$ cat src/mbds_pkg.sv
// Shared constants and types for the multibyte delimiter splitter.
`timescale 1ns / 1ps

package mbds_pkg;

	localparam int MAX_DELIM   = 8;
	localparam int DELIM_W     = MAX_DELIM * 8;
	localparam int CNT_W       = $clog2(MAX_DELIM + 1);
	localparam int SEQ_N       = MAX_DELIM + 1;
	localparam int SEQ_IDX_W   = $clog2(SEQ_N);
	localparam int NB_W        = $clog2(SEQ_N + 1);
	localparam int TOT_W       = $clog2(SEQ_N + 3);
	localparam int QUEUE_DEPTH = 4;
	localparam int QPTR_W      = $clog2(QUEUE_DEPTH);
	localparam int ADDR_W      = 6;

	localparam logic [2:0] REG_DELIM_BYTES  = 3'd0;
	localparam logic [2:0] REG_DELIM_LENGTH = 3'd1;
	localparam logic [2:0] REG_ESC_ENABLE   = 3'd2;
	localparam logic [2:0] REG_ESC_CHAR     = 3'd3;
	localparam logic [2:0] REG_REMOVE_EMPTY = 3'd4;

	typedef struct packed {
		logic [63:0] delimiter_bytes;
		logic [3:0]  delimiter_length;
		logic        escape_enable;
		logic [7:0]  escape_char;
		logic        remove_empty;
	} mbds_cfg_t;

	// One queued burst: token bytes first, then end markers.
	typedef struct packed {
		logic [SEQ_N-1:0][7:0] bytes;
		logic [NB_W-1:0]       nbytes;
		logic [1:0]            nmarks;
	} mbds_entry_t;

endpackage

$ cat src/mbds_front.sv
// Front end: delimiter window, quoting state and burst classification.
`timescale 1ns / 1ps

module mbds_front (
	input  logic                   clk,
	input  logic                   arst_n,
	input  mbds_pkg::mbds_cfg_t    cfg,
	input  logic                   in_fire,
	input  logic [7:0]             in_byte,
	input  logic                   byte_present,
	input  logic                   end_of_string,
	output logic                   push,
	output mbds_pkg::mbds_entry_t  entry
);

	logic [7:0]                      win_q [mbds_pkg::MAX_DELIM];
	logic [mbds_pkg::CNT_W-1:0]      cnt_q;
	logic                            inq_q;
	logic                            thb_q;

	logic [7:0]                      seq_n [mbds_pkg::SEQ_N];
	logic [7:0]                      seq_q [mbds_pkg::SEQ_N];
	logic [7:0]                      win_mid [mbds_pkg::MAX_DELIM];
	logic [mbds_pkg::DELIM_W-1:0]    delim_ext;
	logic [mbds_pkg::CNT_W-1:0]      eff_len;
	logic [mbds_pkg::CNT_W-1:0]      ej;
	logic [mbds_pkg::CNT_W-1:0]      cnt_pre;
	logic [mbds_pkg::CNT_W-1:0]      cnt_mid;
	logic [mbds_pkg::NB_W-1:0]       n_a;
	logic                            quoted;
	logic                            esc_hit;
	logic                            match;
	logic                            thb_a;
	logic                            thb_mid;
	logic                            inq_mid;
	logic                            e1;
	logic                            e2;

	assign delim_ext = mbds_pkg::DELIM_W'(cfg.delimiter_bytes);
	assign quoted    = cfg.escape_enable && inq_q;
	assign esc_hit   = cfg.escape_enable && (in_byte == cfg.escape_char);

	always_comb begin
		if (cfg.delimiter_length == '0)
			eff_len = mbds_pkg::CNT_W'(1);
		else if (int'(cfg.delimiter_length) > mbds_pkg::MAX_DELIM)
			eff_len = mbds_pkg::CNT_W'(mbds_pkg::MAX_DELIM);
		else
			eff_len = mbds_pkg::CNT_W'(cfg.delimiter_length);
	end

	// Old window followed by the new byte, and the new byte followed by the window.
	always_comb begin
		for (int i = 0; i < mbds_pkg::SEQ_N; i++) begin
			if (i < mbds_pkg::MAX_DELIM && mbds_pkg::CNT_W'(i) < cnt_q)
				seq_n[i] = win_q[(i < mbds_pkg::MAX_DELIM) ? i : 0];
			else
				seq_n[i] = in_byte;
			seq_q[i] = (i == 0) ? in_byte : win_q[(i > 0) ? i - 1 : 0];
		end
	end

	assign ej      = (cnt_q >= eff_len) ? cnt_q - eff_len + mbds_pkg::CNT_W'(1) : '0;
	assign cnt_pre = cnt_q - ej + mbds_pkg::CNT_W'(1);

	always_comb begin
		for (int i = 0; i < mbds_pkg::MAX_DELIM; i++) begin
			if (i + int'(ej) <= mbds_pkg::MAX_DELIM)
				win_mid[i] = seq_n[mbds_pkg::SEQ_IDX_W'(i + int'(ej))];
			else
				win_mid[i] = '0;
		end
	end

	always_comb begin
		match = (cnt_pre == eff_len);
		for (int i = 0; i < mbds_pkg::MAX_DELIM; i++) begin
			if (mbds_pkg::CNT_W'(i) < eff_len && win_mid[i] != delim_ext[8*i +: 8])
				match = 1'b0;
		end
	end

	assign thb_a = thb_q || (ej != '0);

	always_comb begin
		n_a     = '0;
		e1      = 1'b0;
		cnt_mid = cnt_q;
		thb_mid = thb_q;
		inq_mid = inq_q;
		if (byte_present) begin
			priority if (quoted) begin
				n_a     = mbds_pkg::NB_W'(1);
				thb_mid = 1'b1;
				inq_mid = (in_byte != cfg.escape_char);
			end else if (esc_hit) begin
				n_a     = mbds_pkg::NB_W'(cnt_q) + mbds_pkg::NB_W'(1);
				thb_mid = 1'b1;
				inq_mid = 1'b1;
				cnt_mid = '0;
			end else if (match) begin
				n_a     = mbds_pkg::NB_W'(ej);
				e1      = !(cfg.remove_empty && !thb_a);
				thb_mid = 1'b0;
				cnt_mid = '0;
			end else begin
				n_a     = mbds_pkg::NB_W'(ej);
				thb_mid = thb_a;
				cnt_mid = cnt_pre;
			end
		end
	end

	assign e2 = !(cfg.remove_empty && !(thb_mid || cnt_mid != '0));

	always_comb begin
		for (int i = 0; i < mbds_pkg::SEQ_N; i++)
			entry.bytes[i] = (byte_present && quoted) ? seq_q[i] : seq_n[i];
		entry.nbytes = n_a + (end_of_string ? mbds_pkg::NB_W'(cnt_mid) : '0);
		entry.nmarks = {1'b0, e1} + {1'b0, end_of_string && e2};
	end

	assign push = in_fire && (entry.nbytes != '0 || entry.nmarks != '0);

	always_ff @(posedge clk or negedge arst_n) begin
		if (!arst_n) begin
			cnt_q <= '0;
			inq_q <= 1'b0;
			thb_q <= 1'b0;
		end else if (in_fire) begin
			if (end_of_string) begin
				cnt_q <= '0;
				inq_q <= 1'b0;
				thb_q <= 1'b0;
			end else begin
				cnt_q <= cnt_mid;
				inq_q <= inq_mid;
				thb_q <= thb_mid;
			end
		end
	end

	always_ff @(posedge clk) begin
		if (in_fire && byte_present && !quoted) begin
			for (int i = 0; i < mbds_pkg::MAX_DELIM; i++)
				win_q[i] <= win_mid[i];
		end
	end

	a_cnt_bound: assert property (@(posedge clk) disable iff (!arst_n)
		cnt_q <= mbds_pkg::CNT_W'(mbds_pkg::MAX_DELIM))
		else $error("window count above maximum");

endmodule

$ cat src/mbds_queue.sv
// Burst queue between front and back ends.
`timescale 1ns / 1ps

module mbds_queue (
	input  logic                   clk,
	input  logic                   arst_n,
	input  logic                   push,
	input  mbds_pkg::mbds_entry_t  push_entry,
	output logic                   full,
	input  logic                   pop,
	output logic                   head_valid,
	output mbds_pkg::mbds_entry_t  head_entry
);

	mbds_pkg::mbds_entry_t          mem_q [mbds_pkg::QUEUE_DEPTH];
	logic [mbds_pkg::QPTR_W-1:0]    wr_q;
	logic [mbds_pkg::QPTR_W-1:0]    rd_q;
	logic [mbds_pkg::QPTR_W:0]      count_q;

	assign full       = (count_q == (mbds_pkg::QPTR_W + 1)'(mbds_pkg::QUEUE_DEPTH));
	assign head_valid = (count_q != '0);
	assign head_entry = mem_q[rd_q];

	always_ff @(posedge clk or negedge arst_n) begin
		if (!arst_n) begin
			wr_q    <= '0;
			rd_q    <= '0;
			count_q <= '0;
		end else begin
			if (push)
				wr_q <= wr_q + mbds_pkg::QPTR_W'(1);
			if (pop)
				rd_q <= rd_q + mbds_pkg::QPTR_W'(1);
			unique case ({push, pop})
				2'b10:   count_q <= count_q + (mbds_pkg::QPTR_W + 1)'(1);
				2'b01:   count_q <= count_q - (mbds_pkg::QPTR_W + 1)'(1);
				default: count_q <= count_q;
			endcase
		end
	end

	always_ff @(posedge clk) begin
		if (push)
			mem_q[wr_q] <= push_entry;
	end

endmodule

$ cat src/mbds_back.sv
// Back end: serializes one queued burst into result beats.
`timescale 1ns / 1ps

module mbds_back (
	input  logic                   clk,
	input  logic                   arst_n,
	input  logic                   head_valid,
	input  mbds_pkg::mbds_entry_t  head_entry,
	output logic                   pop,
	output logic                   m_tvalid,
	input  logic                   m_tready,
	output logic [7:0]             m_tdata,
	output logic                   m_tuser,
	output logic                   m_tlast
);

	logic [mbds_pkg::TOT_W-1:0] idx_q;
	logic [mbds_pkg::TOT_W-1:0] total;
	logic                       is_byte;

	assign total    = mbds_pkg::TOT_W'(head_entry.nbytes) + mbds_pkg::TOT_W'(head_entry.nmarks);
	assign is_byte  = (idx_q < mbds_pkg::TOT_W'(head_entry.nbytes));
	assign m_tvalid = head_valid;
	assign m_tdata  = is_byte ? head_entry.bytes[idx_q[mbds_pkg::SEQ_IDX_W-1:0]] : 8'h00;
	assign m_tuser  = !is_byte;
	assign m_tlast  = (idx_q == total - mbds_pkg::TOT_W'(1));
	assign pop      = m_tvalid && m_tready && m_tlast;

	always_ff @(posedge clk or negedge arst_n) begin
		if (!arst_n)
			idx_q <= '0;
		else if (m_tvalid && m_tready) begin
			if (m_tlast)
				idx_q <= '0;
			else
				idx_q <= idx_q + mbds_pkg::TOT_W'(1);
		end
	end

	a_idx_in_burst: assert property (@(posedge clk) disable iff (!arst_n)
		m_tvalid |-> idx_q < total)
		else $error("beat index past end of burst");

	a_burst_nonempty: assert property (@(posedge clk) disable iff (!arst_n)
		m_tvalid |-> total != '0)
		else $error("empty burst in queue");

	a_idx_restart: assert property (@(posedge clk) disable iff (!arst_n)
		pop |=> idx_q == '0)
		else $error("beat index not cleared after burst");

endmodule

$ cat src/multibyte_delimiter_splitter.sv
// Top level: register port, front end, burst queue and back end.
`timescale 1ns / 1ps

// Splits a byte stream into tokens at a delimiter of 1 to 8 bytes, with optional
// quoting by an escape byte. One input beat is taken per cycle while the four-entry
// burst queue has room; each beat that yields results queues one burst, and the back
// end sends one result beat per cycle while m_tready is high, so the input stalls
// once the queue fills.
// The results of an accepted beat are written to the burst queue and sent from its head.
module multibyte_delimiter_splitter (
	input  logic                        clk,
	input  logic                        arst_n,
	input  logic                        psel,
	input  logic                        penable,
	input  logic                        pwrite,
	input  logic [mbds_pkg::ADDR_W-1:0] paddr,
	input  logic [63:0]                 pwdata,
	output logic [63:0]                 prdata,
	output logic                        pready,
	input  logic                        s_tvalid,
	output logic                        s_tready,
	input  logic [7:0]                  s_tdata,  // in_byte
	input  logic                        s_tuser,  // byte_present
	input  logic                        s_tlast,  // end_of_string
	output logic                        m_tvalid,
	input  logic                        m_tready,
	output logic [7:0]                  m_tdata,  // out_byte
	output logic                        m_tuser,  // kind
	output logic                        m_tlast   // last_of_run
);

	mbds_pkg::mbds_cfg_t   cfg_q;
	mbds_pkg::mbds_entry_t push_entry;
	mbds_pkg::mbds_entry_t head_entry;
	logic [2:0]            reg_idx;
	logic                  wr_en;
	logic                  in_fire;
	logic                  push;
	logic                  pop;
	logic                  full;
	logic                  head_valid;

	assign pready  = 1'b1;
	assign reg_idx = paddr[mbds_pkg::ADDR_W-1:3];
	assign wr_en   = psel && penable && pwrite && pready;

	always_ff @(posedge clk or negedge arst_n) begin
		if (!arst_n) begin
			cfg_q.delimiter_bytes  <= 64'd44;
			cfg_q.delimiter_length <= 4'd1;
			cfg_q.escape_enable    <= 1'b0;
			cfg_q.escape_char      <= 8'd34;
			cfg_q.remove_empty     <= 1'b0;
		end else if (wr_en) begin
			unique case (reg_idx)
				mbds_pkg::REG_DELIM_BYTES:  cfg_q.delimiter_bytes  <= pwdata;
				mbds_pkg::REG_DELIM_LENGTH: cfg_q.delimiter_length <= pwdata[3:0];
				mbds_pkg::REG_ESC_ENABLE:   cfg_q.escape_enable    <= pwdata[0];
				mbds_pkg::REG_ESC_CHAR:     cfg_q.escape_char      <= pwdata[7:0];
				mbds_pkg::REG_REMOVE_EMPTY: cfg_q.remove_empty     <= pwdata[0];
				default: ;
			endcase
		end
	end

	always_comb begin
		unique case (reg_idx)
			mbds_pkg::REG_DELIM_BYTES:  prdata = cfg_q.delimiter_bytes;
			mbds_pkg::REG_DELIM_LENGTH: prdata = {60'd0, cfg_q.delimiter_length};
			mbds_pkg::REG_ESC_ENABLE:   prdata = {63'd0, cfg_q.escape_enable};
			mbds_pkg::REG_ESC_CHAR:     prdata = {56'd0, cfg_q.escape_char};
			mbds_pkg::REG_REMOVE_EMPTY: prdata = {63'd0, cfg_q.remove_empty};
			default:                    prdata = 64'd0;
		endcase
	end

	assign s_tready = !full;
	assign in_fire  = s_tvalid && s_tready;

	mbds_front u_front (
		.clk           (clk),
		.arst_n        (arst_n),
		.cfg           (cfg_q),
		.in_fire       (in_fire),
		.in_byte       (s_tdata),
		.byte_present  (s_tuser),
		.end_of_string (s_tlast),
		.push          (push),
		.entry         (push_entry)
	);

	mbds_queue u_queue (
		.clk        (clk),
		.arst_n     (arst_n),
		.push       (push),
		.push_entry (push_entry),
		.full       (full),
		.pop        (pop),
		.head_valid (head_valid),
		.head_entry (head_entry)
	);

	mbds_back u_back (
		.clk        (clk),
		.arst_n     (arst_n),
		.head_valid (head_valid),
		.head_entry (head_entry),
		.pop        (pop),
		.m_tvalid   (m_tvalid),
		.m_tready   (m_tready),
		.m_tdata    (m_tdata),
		.m_tuser    (m_tuser),
		.m_tlast    (m_tlast)
	);

endmodule
$ cat config.mk
export PLATFORM = sky130hd
export DESIGN_NAME = multibyte_delimiter_splitter
export DESIGN_NICKNAME = d
export VERILOG_FILES = /design/src/mbds_pkg.sv /design/src/mbds_front.sv /design/src/mbds_queue.sv /design/src/mbds_back.sv /design/src/multibyte_delimiter_splitter.sv
export SDC_FILE = /design/constraint.sdc
export NUM_CORES = 1
export LEC_CHECK = 0
export ABC_AREA = 1
export BUFFER_PORTS_ARGS = -buffer_cell sky130_fd_sc_hd__clkbuf_2
export CAP_MARGIN = 5
export CORE_MARGIN = 3
export CORE_UTILIZATION = 45
export DETAILED_ROUTE_END_ITERATION = 16
export MAX_ROUTING_LAYER = met4
export SYNTH_ARGS = -nofsm -noshare
export SYNTH_HDL_FRONTEND = slang
export SYNTH_SLANG_ARGS = --single-unit
$ cat constraint.sdc
create_clock -name clk -period 13.81 [get_ports clk]
set_clock_uncertainty 0.1 [all_clocks]
set_input_delay 2.762 -clock clk [delete_from_list [all_inputs] [get_ports clk]]
set_output_delay 2.762 -clock clk [all_outputs]
set_load 0.02 [all_outputs]
# Yosys cells after proc, flatten, opt, wreduce, memory -nomap -nowiden
# Memories as Yosys holds them, arrays and structs flattened.
# Index checks and enable logic that the tools add are counted.
# op_classes
add_sub_neg	21
n_lt_le_gt_ge	36
eq_ne	19
n_mux	92
n_bitwise	8
reduce_logical	48
# ops
operator	n
$mux 8	43
$pmux 64 s5	1
$bmux 8 s4	9
$le 32x5->1 const B	7
$ne 8x8->1	9
$mux 4	13
$ge 4x5->1 const B	8
$lt 3x4->1 const A	8
$not 4->4	8
$mux 1	25
$logic_and 1x1->1	22
$add 3x4->5 const A	4
$add 4x1->4 const B	4
$lt 1x4->1 const A	4
$lt 2x4->1 const A	4
$reduce_bool 4->1	3
$add 2x4->5 const A	2
$reduce_and 2->1	5
$eq 4x4->1	2
$eq 8x8->1	1
$sub 4x4->4	2
$logic_not 1->1	7
$eq 3x2->1 const B	2
$eq 3x3->1 const B	2
23 further kinds	29
# word_totals
reg_bits	95
mem_bits_rw	376
inputBits	87
out_inout_bits	77
elab_cells	238
memories	2
# mem_list
memory	words	word_bits	read_ports	rd_clocked_by_memory_dff	write_ports	line_no	rtl
u_queue.mem_q	4	78	1	0	1	mbds_queue.sv:15	mbds_pkg::mbds_entry_t mem_q [mbds_pkg::QUEUE_DEPTH];
u_front.win_q	8	8	8	0	8	mbds_front.sv:16	logic [7:0] win_q [mbds_pkg::MAX_DELIM];

# Logic depth before layout (Yosys ltp)
# depth
depth_word	37
mapped_depth	53

# Cells and area by module
# Synthesis repeated with hierarchy kept, for this count alone.
# unflattened
cells_unflattened	3743
hier_area_um2	29042.9
# by_module_without_submodules
mod	n_inst	cells_per_inst	area_per_inst_um2
mbds_queue	1	1114	13092.6
mbds_front	1	1945	10870.4
multibyte_delimiter_splitter	1	438	3823.7
mbds_back	1	246	1256.2

# Least setup slack after synthesis
# No wires, ideal clock.
# synth_timing
kind	register to register
startpoint	register cfg_q[10] in the netlist's numbering
endpoint	memory u_queue.mem_q[0][0] in the netlist's numbering, enable pin
setup_ps	515
arrival_time_ps	9072
path_slack_ps	4124
path_stages_with_launch	40
n_path_buf	2
period_less_slack_ps	9686
cell_sequence	dfstp_2 nor2_1 nand2_1 nand2_1 nand2_1 inv_1 ha_1 inv_1 ha_1 inv_1 fa_1 inv_1 nand2_4 buf_6 buf_2 ha_1 inv_1 fa_1 (+4 left out) nand2_1 nor3_1 nand2_1 nor2_1 nand3_1 nor2_1 nand3_1 nor2_1 nand2_2 a22oi_1 nor2_1 ha_1 fa_1 xor2_1 nor4b_1 nand2_2 nand2_4 nor2_1
# synth_rtl
item	line_no	rtl
start, declared	multibyte_delimiter_splitter.sv:32	mbds_pkg::mbds_cfg_t cfg_q;
end, declared	mbds_queue.sv:15	

==> impl_metrics.csv <==
group,metric,value,unit
status,outcome,"completed",
yosys,ys_ff_latch,471,
setup_path,r2r_start,"cfg_q[13]$_DFFE_PN0P_",
clock_tree,clk_latency,0.62,ns
layout,syn2layout_area_growth,10.9,%
yosys,synthCells,3269,
layout,nNetsFinal,3473,
yosys,ys_warn_count,0,
yosys,syn_area,0.0268,mm²
timing,setup_viol,0,
floorplanning,io_pins,164,
layout,layout-drive-gt1-share,0.101,
timing,hold_viol_final,0,
yosys,synthFlopType,"edfxtp_1",
setup_path,crit_path_start,"cfg_q[13]$_DFFE_PN0P_",
setup_path,end_kind,"register",
timing,fin_setup_tns,0,ns
setup_path,cp.required,14.19,ns
timing,slew_violations,0,
detailed_routing,drt_iter0_drc,2341,
floorplanning,die_y,250,µm
yosys,synth_edf_count,376,
yosys,synthTopCellsByArea,"edfxtp_1 (42%), nand2_1 (12%), nand3_1 (9.8%)",
detailed_routing,first_pass_iters,7,
clock_tree,cts_buffers,51,
timing,tightestPinTransition,1.10,ns
clock_tree,cts-root-buf,"clkbuf_16",
global_route,grt_overflow,0,
timing,slew_headroom,0.268,
clock_tree,clk_pin_slew,0.06,ns
placed_design,place.port_buffers,159,
timing,period_share,0.714,
setup_path,crit_path_max_fanout,89,
yosys,synth-seq-area-share,0.510,
clock_tree,cts_resized,0,
global_route,antenna_found_initial,2,
clock_tree,hold_buffers,0,
yosys,async_flop_share,0.202,
setup_path,slowest_delay,0.81,ns
clock_tree,h-tree-depth,2,
global_route,grt_pass1_wl,146000,µm
detailed_routing,vias,24081,
setup_path,worst_ep_arrival_time,10.24,ns
timing,fmax,101,MHz
placed_design,dp.cells,4051,
setup_path,slowest_stage,"buf_4",
clock_tree,cts_tree,"yes",
timing,setup_slack,3.95,ns
yosys,synth_top_cell_by_area,"edfxtp_1",
yosys,synth.net_count,3403,
setup_path,critical_path_class,"register to register",
yosys,ys_types,51,
detailed_routing,via_per_inst,5.81,
timing,min_period,9.86,ns
worst_hold_path,min_from,"u_queue.count_q[0]$_DFFE_PN0P_",
detailed_routing,ant_nets,0,
floorplanning,die_area,0.0625,mm²
setup_path,crit_path_frequent_cell,"nand2_1",
placed_design,post-place-ws,4.20,ns
floorplanning,core-area,0.0584,mm²
detailed_routing,routed_wl,99800,µm
detailed_routing,drc,0,
global_route,grt_max_degree,129,
detailed_routing,wl_per_cell,24.0,µm
placed_design,place_congestion,1.00,
job,drv_cap,0,
clock_tree,clockBufferDepth,3,
clock_tree,cts_setup_buffers,0,
floorplanning,rows,88,
global_route,grt_pass1_vias,22499,
floorplanning,start_util,0.459,
worst_hold_path,worstHoldPathType,"register to register",
yosys,syn_area_per_cell,8.20,µm²
floorplanning,die_x,250,µm
layout,finalNonFillerCells,4148,
global_route,grt.total_usage,0.321,
clock_tree,cts.sinks,471,
timing,rsz0062_at_grt,"false",
yosys,synthDominantCellAreaShare,0.421,
setup_path,crit_path_start_kind,"register",
placed_design,dpl.hpwl,72400,µm
[layout make-up]
class / instances / area, µm²
fill: 5631 / 28600
sequential: 471 / 13700
multi-input combinational: 2345 / 11300
clock buffer: 65 / 1400
timing repair buffer: 199 / 1190
inverter: 271 / 1020
tap: 765 / 957
clock inverter: 31 / 216
antenna: 1 / 2.50
[critical path: cells and delay by family (launching register included)]
kind / cells / cell delay (ns)
buf+inv: 6 / 1.95
xor+xnor: 1 / 0.15
simple gates: 22 / 3.95
flops: 1 / 0.52
compound gates: 3 / 0.63
fa+ha+maj: 6 / 2.30
[final timing paths]
path                       slack (ns)                             end  depth (start not counted)
hold / removal                   0.38  u_queue.count_q[0]$_DFFE_PN0P_                          1
max in group asynchronous       10.38           cfg_q[67]$_DFFE_PN0P_                          2
setup / recovery                 3.95  u_queue.count_q[2]$_DFFE_PN0P_                         38
hold reg to reg                  0.38  u_queue.count_q[0]$_DFFE_PN0P_                          1
setup reg to reg                 3.95  u_queue.count_q[2]$_DFFE_PN0P_                         38
min in group asynchronous        2.04            cfg_q[3]$_DFFE_PN0P_                          1
[cell usage in the layout (no fill, tap or decap), types with 4 or more instances in the layout]
cell type / n
nand2_1: 872
nand3_1: 525
edfxtp_1: 376
nor2_1: 303
o21ai_0: 291
inv_1: 250
clkbuf_2: 158
dfrtp_1: 88
o22ai_1: 68
clkbuf_16: 53
ha_1: 40
nand4_1: 39
a21oi_1: 38
buf_4: 34
o21ai_1: 25
clkinv_1: 21
a32o_1: 17
nand2_2: 14
xor2_1: 14
nor3_1: 13
clkinv_2: 13
o211ai_1: 13
xnor2_1: 12
inv_2: 10
nor2_4: 10
clkbuf_1: 9
buf_12: 7
or2_1: 6
fa_1: 6
dfstp_2: 6
a31oi_1: 5
or2_2: 4
nand3_2: 4
[synthesized netlist by cell type (all sizes together), types with 5 or more instances]
cell type,n
nand2,889
nand3,530
edfxtp,376
o21ai,319
nor2,314
inv,261
clkbuf,115
dfrtp,89
o22ai,68
buf,67
nand4,42
ha,41
a21oi,39
a32o,17
xor2,14
nor3,13
o211ai,13
xnor2,12
clkinv,10
or2,10
dfstp,6
fa,6
a31oi,5
[routing by layer]
layer  routed length, µm  track usage  vias up
li1                    -            -    11261
met1               42200        0.425    11696
met2               45900        0.503      964
met3                6770       0.0428      160
met4                4850        0.131        0
met5                   0            -        -
[cell families after synthesis]
logic type,after synthesis,synth area share
AO/OA/AOI/OAI,469,0.0972
XOR/XNOR,26,0.00850
adder cells (fa/ha/maj),47,0.0236
buffers and inverters,453,0.0716
flip-flops,471,0.510
multiplexers,2,0.000840
other,1,0.000140
AND/OR/NAND/NOR,1800,0.288
[state kept, by name, indices dropped and copies added, names as in the netlist]
signal	flops
u_queue.count_q	3
u_queue.wr_q	2
u_front.cnt_q	4
cfg_q	78
u_queue.mem_q	312
u_front.thb_q	1
u_queue.rd_q	2
u_front.win_q	64
u_front.inq_q	1
u_back.idx_q	4
[through the flow]
step / hold slack [ns] / cell area (µm²) / util
6_report: 0.377 / 29700 / 0.509
5_1_grt: 0.406 / 29700 / 0.509
4_1_cts: 0.379 / 29700 / 0.509
3_5_place_dp: 0.366 / 28100 / 0.482
3_3_place_gp: 0.361 / 28100 / 0.482
2_1_floorplan: 0.346 / 26800 / -
Power is left out: the tool's default activity adds up to more than one toggle a clock period on the data nets, which glitch-free logic cannot reach.
